===== src/rtl/assert_macros.svh =====
// Assertion macros shared by the bridge table RTL.
// Each macro expects aclk and aresetn in scope at the point of use.
`ifndef ASSERT_MACROS_SVH
`define ASSERT_MACROS_SVH

// Concurrent check on a property, muted while in reset.
`define MLBT_ASSERT(label, prop) \
    label: assert property (@(posedge aclk) disable iff (!aresetn) prop) \
        else $error("mlbt assertion failed");

// Same-cycle implication.
`define MLBT_ASSERT_IMP(label, ante, cons) \
    `MLBT_ASSERT(label, (ante) |-> (cons))

// Next-cycle implication.
`define MLBT_ASSERT_NXT(label, ante, cons) \
    `MLBT_ASSERT(label, (ante) |=> (cons))

`endif


===== src/rtl/mlbt_pkg.sv =====
// Types and constants for the MAC learning bridge table.
// Used by mlbt_cell and mac_learning_bridge_table_unit; no dependencies.
package mlbt_pkg;

    localparam int CAPACITY     = 64;
    localparam int CELL_ENTRIES = 8;
    localparam int NUM_CELLS    = CAPACITY / CELL_ENTRIES;
    localparam int IDX_W        = $clog2(CAPACITY);
    localparam int LOCAL_W      = $clog2(CELL_ENTRIES);
    localparam int CELL_W       = $clog2(NUM_CELLS);
    localparam int LCNT_W       = LOCAL_W + 1;

    localparam int MAC_W   = 48;
    localparam int PORT_W  = 8;
    localparam int TIME_W  = 32;
    localparam int COUNT_W = 7;
    localparam int SUM_W   = COUNT_W + 1;

    localparam logic [COUNT_W-1:0] COUNT_MAX    = '1;
    localparam logic [TIME_W-1:0]  EXPIRY_RESET = TIME_W'(300);

    typedef enum logic [1:0] {
        S_IDLE,
        S_BUSY,
        S_FINISH
    } state_t;

    // Frame header broadcast to every cell while it is in flight.
    typedef struct packed {
        logic [MAC_W-1:0]  src_mac;
        logic [MAC_W-1:0]  dst_mac;
        logic [PORT_W-1:0] in_port;
        logic [TIME_W-1:0] now;
        logic              age_en;
        logic [TIME_W-1:0] limit;
    } item_t;

    // Accumulator handed from cell to cell.
    typedef struct packed {
        logic               active;
        logic [COUNT_W-1:0] count;
        logic               src_hit;
        logic               free_found;
        logic [IDX_W-1:0]   free_idx;
        logic               dst_hit;
        logic [PORT_W-1:0]  dst_port;
    } token_t;

    // New-entry write issued at the end of the sweep.
    typedef struct packed {
        logic              en;
        logic [IDX_W-1:0]  idx;
        logic [MAC_W-1:0]  addr;
        logic [PORT_W-1:0] port;
        logic [TIME_W-1:0] stamp;
    } learn_wr_t;

endpackage


===== src/rtl/mlbt_cell.sv =====
// One cell of the table chain: holds CELL_ENTRIES entries, ages, searches
// and refreshes them as the token passes. Depends on mlbt_pkg.
module mlbt_cell import mlbt_pkg::*; (
    input  logic              aclk,
    input  logic              aresetn,
    input  logic [CELL_W-1:0] cell_idx,
    input  item_t             item,
    input  token_t            tok_in,
    input  learn_wr_t         learn_wr,
    output token_t            tok_out
);

    logic [CELL_ENTRIES-1:0] valid_reg;
    logic [MAC_W-1:0]        addr_reg  [CELL_ENTRIES];
    logic [PORT_W-1:0]       port_reg  [CELL_ENTRIES];
    logic [TIME_W-1:0]       stamp_reg [CELL_ENTRIES];
    token_t                  tok_reg;
    token_t                  tok_next;

    logic [CELL_ENTRIES-1:0] live;
    logic [CELL_ENTRIES-1:0] src_m;
    logic [CELL_ENTRIES-1:0] dst_m;
    logic [LCNT_W-1:0]       local_exp;
    logic                    free_any;
    logic [LOCAL_W-1:0]      free_loc;
    logic                    dst_any;
    logic [LOCAL_W-1:0]      dst_loc;
    logic [SUM_W-1:0]        sum;
    logic                    wr_here;

    always_comb begin
        local_exp = '0;
        free_any  = 1'b0;
        free_loc  = '0;
        dst_any   = 1'b0;
        dst_loc   = '0;
        for (int e = 0; e < CELL_ENTRIES; e++) begin
            live[e]  = valid_reg[e] &&
                       !(item.age_en && stamp_reg[e] < item.limit);
            src_m[e] = live[e] && addr_reg[e] == item.src_mac;
            dst_m[e] = live[e] && addr_reg[e] == item.dst_mac;
            local_exp = local_exp + LCNT_W'(valid_reg[e] && !live[e]);
        end
        // downward scan leaves the lowest index
        for (int e = CELL_ENTRIES - 1; e >= 0; e--) begin
            if (!live[e]) begin
                free_any = 1'b1;
                free_loc = LOCAL_W'(e);
            end
            if (dst_m[e]) begin
                dst_any = 1'b1;
                dst_loc = LOCAL_W'(e);
            end
        end

        sum = {1'b0, tok_in.count} + SUM_W'(local_exp);
        tok_next = tok_in;
        tok_next.count   = (sum > SUM_W'(COUNT_MAX)) ? COUNT_MAX : sum[COUNT_W-1:0];
        tok_next.src_hit = tok_in.src_hit || (src_m != '0);
        if (!tok_in.free_found && free_any) begin
            tok_next.free_found = 1'b1;
            tok_next.free_idx   = {cell_idx, free_loc};
        end
        if (!tok_in.dst_hit && dst_any) begin
            tok_next.dst_hit  = 1'b1;
            tok_next.dst_port = port_reg[dst_loc];
        end

        wr_here = learn_wr.en && learn_wr.idx[IDX_W-1:LOCAL_W] == cell_idx;
    end

    always_ff @(posedge aclk) begin
        if (!aresetn) begin
            valid_reg <= '0;
            tok_reg   <= '0;
        end else begin
            tok_reg <= tok_in.active ? tok_next : '0;
            if (tok_in.active) begin
                valid_reg <= live;
            end
            if (wr_here) begin
                valid_reg[learn_wr.idx[LOCAL_W-1:0]] <= 1'b1;
            end
        end
    end

    always_ff @(posedge aclk) begin
        for (int e = 0; e < CELL_ENTRIES; e++) begin
            if (tok_in.active && src_m[e]) begin
                stamp_reg[e] <= item.now;
            end
        end
        if (wr_here) begin
            addr_reg[learn_wr.idx[LOCAL_W-1:0]]  <= learn_wr.addr;
            port_reg[learn_wr.idx[LOCAL_W-1:0]]  <= learn_wr.port;
            stamp_reg[learn_wr.idx[LOCAL_W-1:0]] <= learn_wr.stamp;
        end
    end

    assign tok_out = tok_reg;

endmodule


===== config.mk =====
export PLATFORM = sky130hd
export DESIGN_NAME = mlbt_cell
export DESIGN_NICKNAME = d
export VERILOG_FILES = /design/src/rtl/assert_macros.svh /design/src/rtl/mlbt_pkg.sv /design/src/rtl/mlbt_cell.sv
export SDC_FILE = /design/constraint.sdc
export NUM_CORES = 2
export LEC_CHECK = 0
export ABC_AREA = 1
export BUFFER_PORTS_ARGS = -buffer_cell sky130_fd_sc_hd__buf_2
export CORE_ASPECT_RATIO = 1.25
export CORE_MARGIN = 3
export CORE_UTILIZATION = 60
export DETAILED_ROUTE_END_ITERATION = 8
export GPL_ROUTABILITY_DRIVEN = 1
export GPL_TIMING_DRIVEN = 0
export PLACE_DENSITY_LB_ADDON = 0.25
export SYNTH_ARGS = -nofsm -noshare
export SYNTH_HDL_FRONTEND = slang
export SYNTH_SLANG_ARGS = --single-unit

===== constraint.sdc =====
create_clock -name aclk -period 16 [get_ports aclk]
set_clock_uncertainty 0.1 [all_clocks]
set_input_delay 0.8 -clock aclk [delete_from_list [all_inputs] [get_ports aclk]]
set_output_delay 0.8 -clock aclk [all_outputs]
set_load 0.1 [all_outputs]

==> results.sh <==
export IMPL_routed_via_density=5.834
export IMPL_finalMaxSlewViolations=0
export IMPL_wl_per_cell_microns=22.43
export IMPL_wl_met3_microns=9951
export IMPL_fin_util_pct=68.80
export IMPL_avgSynthCellArea_sq_um=10.30
export IMPL_core_sq_um=68810
export IMPL_syn_area_sq_um=42070
export IMPL_die_w_microns=242.8
export IMPL_cts_sinks=737
export IMPL_clockPowerShare_pct=40.6
export IMPL_synthTopCellsByArea="edfxtp_1, xnor2_1, ha_1"
export IMPL_ys_seq_elements=737
export IMPL_numPortBuffers=183
export IMPL_switching_share_pct=24.07
export IMPL_ir_drop_mv=0.09837
export IMPL_totalWireLength_microns=120400
export IMPL_hold_class="primary input to flip-flop"
export IMPL_status="finished clean"
export IMPL_finalNetCount=4923
export IMPL_yosysUniqueCellTypes=58
export IMPL_wl_met2_microns=60850
export IMPL_overflow=0
export IMPL_clockBufferDepth=3
export IMPL_grt_pass1_wl_microns=177500
export IMPL_cts_hold_buf=0
export IMPL_tritoncts_num_buffers=74
export IMPL_wl_met1_microns=41240
export IMPL_p_int_w=0.003306
export IMPL_dr_max_layer_used="met5"
export IMPL_synth_top_area_share_pct=50.25
export IMPL_ios=319
export IMPL_drive_gt1_share_pct=10.72
export IMPL_syn_nets=4639
export IMPL_crit_required_ps=16380
export IMPL_largest_reg_flops=384
export IMPL_syn_to_final_growth_pct=12.54
export IMPL_h_tree_depth=3
export IMPL_pwr_share_seq_pct=49.3
export IMPL_setup_violations=0
export IMPL_dieArea_sq_um=73350
export IMPL_synth_main_ff_cell="edfxtp_1"
export IMPL_gp_congestion=0.9142
export IMPL_p_sw_w=0.001048
export IMPL_tritoncts="yes"
export IMPL_finalCritPeriodShare_pct=34.75
export IMPL_crit_arrival_ps=5940
export IMPL_path_max_fanout=8
export IMPL_yosysWarningCount=0
export IMPL_grt_pass1_vias=31230
export IMPL_crit_path_start_kind="primary input"
export IMPL_powerDensity_nw_per_um2=91.95
export IMPL_crit_type="primary input to flip-flop"
export IMPL_synth_edf_count=704
export IMPL_final_antenna_net_count=0
export IMPL_p_comb_share_pct=10.1
export IMPL_cts_resized=0
export IMPL_firstDrtPassIters=6
export IMPL_cap_violations=0
export IMPL_p_leak_nw=18.46
export IMPL_hold_violations=0
export IMPL_synth_cells=4086
export IMPL_worst_pin_slew_ps=1163
export IMPL_drtIter0Drc=2775
export IMPL_cts_root_buf="clkbuf_16"
export IMPL_post_cts_buffers=0
export IMPL_rows=107
export IMPL_clock_fmax_ghz=0.1798
export IMPL_clock_latency_ps=640
export IMPL_yosysSeqAreaShare_pct=51.82
export IMPL_tns_ps=0
export IMPL_cts_clk_slew_worst_paths_ps=60
export IMPL_fin_crit_ps=5560
export IMPL_slew_limit_headroom_pct=20.45
export IMPL_async_reset_ff_share_pct=0
export IMPL_endpoint_kind="flip-flop"
export IMPL_yosysTopAreaCell="edfxtp_1"
export IMPL_grt_total_usage_pct=32.15
export IMPL_place_hpwl_microns=90240
export IMPL_grt_max_degree=29
export IMPL_vias=31330
export IMPL_antenna_found_initial=21
export IMPL_rsz0062_at_grt="false"
export IMPL_start_util_pct=61.14
export IMPL_fp_dieH_microns=302.1
export IMPL_drc=0
==> final timing paths <==
check	startpoint	to	slack, ps	cells after the start
hold reg to reg	valid_reg[7]$_SDFF_PN0_	valid_reg[7]$_SDFF_PN0_	410	2
setup / recovery	item[15]	tok_out[23]$_SDFF_PN0_	10440	24
hold / removal	tok_in[9]	tok_out[9]$_SDFF_PN0_	330	3
setup reg to reg	stamp_reg[0][15]$_DFFE_PP_	tok_out[23]$_SDFF_PN0_	10470	22
==> per-stage QoR <==
stage	hold slack [ps]	worst slack (ps)	instance area, sq um	std cells	power, W
floorplan	379.2	9928	42070	4086	0.002477
global placement	389.9	6024	44140	5195	0.002603
detailed placement	398.7	9912	44890	5220	0.002621
CTS	301.1	10530	47310	5356	0.004352
global route	333.2	10080	47330	5362	0.004471
finish	330.2	10440	47350	5369	0.004354
==> cell families after synthesis <==
group	after synthesis	synth area share [%]
AOI/OAI and AO/OA	499	6.177
and+or+nand+nor	1451	15.47
DFF	737	51.82
buffers and inverters	496	5.332
xor gates and xnor gates	644	13.41
adders and majority gates	259	7.792
==> placed cells by master (no fill, tap or decap), types with 33 or more instances in the layout <==
cell and n:
a21oi_1 142, buf_2 191, buf_6 36, clkbuf_1 125, clkbuf_16 76, dfxtp_1 33, edfxtp_1 704, ha_1 254
inv_1 283, nand2_1 740, nand3_1 243, nand4_1 94, nor2_1 165, nor3_1 85, nor4_1 47, o21ai_0 305
xnor2_1 448, xor2_1 196
==> power groups by stage <==
| stage | logic (W) | clock network [W] | registers [W] |
|---|---|---|---|
| after CTS | 0.000437 | 0.00177 | 0.00215 |
| after global placement | 0.000414 | 0 | 0.00219 |
| after floorplan | 0.000270 | 0 | 0.00221 |
| after global routing | 0.000481 | 0.00184 | 0.00215 |
| after detailed placement | 0.000433 | 0 | 0.00219 |
| final | 0.000440 | 0.00177 | 0.00215 |
==> area by class of cell <==
cell class | instances | area, sq um
multi-input cells | 2853 | 18180
clock inverters | 27 | 314.1
flip-flops and latches | 737 | 21800
fillers | 5181 | 21470
clock buffers | 109 | 2106
inverters | 298 | 1124
diodes | 13 | 32.53
plain buffers | 198 | 1120
well taps | 926 | 1159
repair buffers | 208 | 1514
==> worst max-delay path, stage by stage <==
cell and delay (ps):
buf_2 70, inv_1 130, ha_1 340, nand2_1 60, inv_1 50, nand3_1 110, nor3_1 390, o21ai_1 170
nand2_1 260, nand2_1 80, nand2_1 200, nor2_1 90, fa_1 490, fa_1 510, fa_1 520, fa_1 530
fa_1 420, nand2_1 70, inv_1 40, o21ai_0 210, a21oi_1 110, xor2_1 150, nor2_1 90, nor2_1 40
==> per-layer routing <==
| metal | up-vias | track usage [%] |
|---|---|---|
| met3 | 364 | 5.541 |
| met4 | 14 | 20.62 |
| li1 | 14630 | - |
| met5 | - | 0 |
| met1 | 14760 | 35.67 |
| met2 | 1562 | 57.35 |
==> synthesized netlist by cell type (2+ instances only) <==
master	instances
a211oi_1	6
a21oi_1	142
a21oi_2	2
a31oi_1	10
and3_1	3
buf_1	9
buf_2	8
buf_4	12
buf_6	36
clkbuf_1	100
clkbuf_2	32
dfxtp_1	33
edfxtp_1	704
fa_1	5
ha_1	254
inv_1	283
inv_2	13
nand2_1	740
nand2_2	10
nand2_8	2
nand3_1	243
nand3_2	2
nand3_4	2
nand3b_1	13
nand4_1	94
nor2_1	173
nor3_1	85
nor3_2	5
nor4_1	47
o2111ai_1	2
o211ai_1	2
o21a_1	8
o21ai_0	313
o21ai_1	5
o31ai_1	2
or2_1	2
or2_2	17
or4_1	5
xnor2_1	448
xor2_1	196
Power figures use the tool's default switching activity.
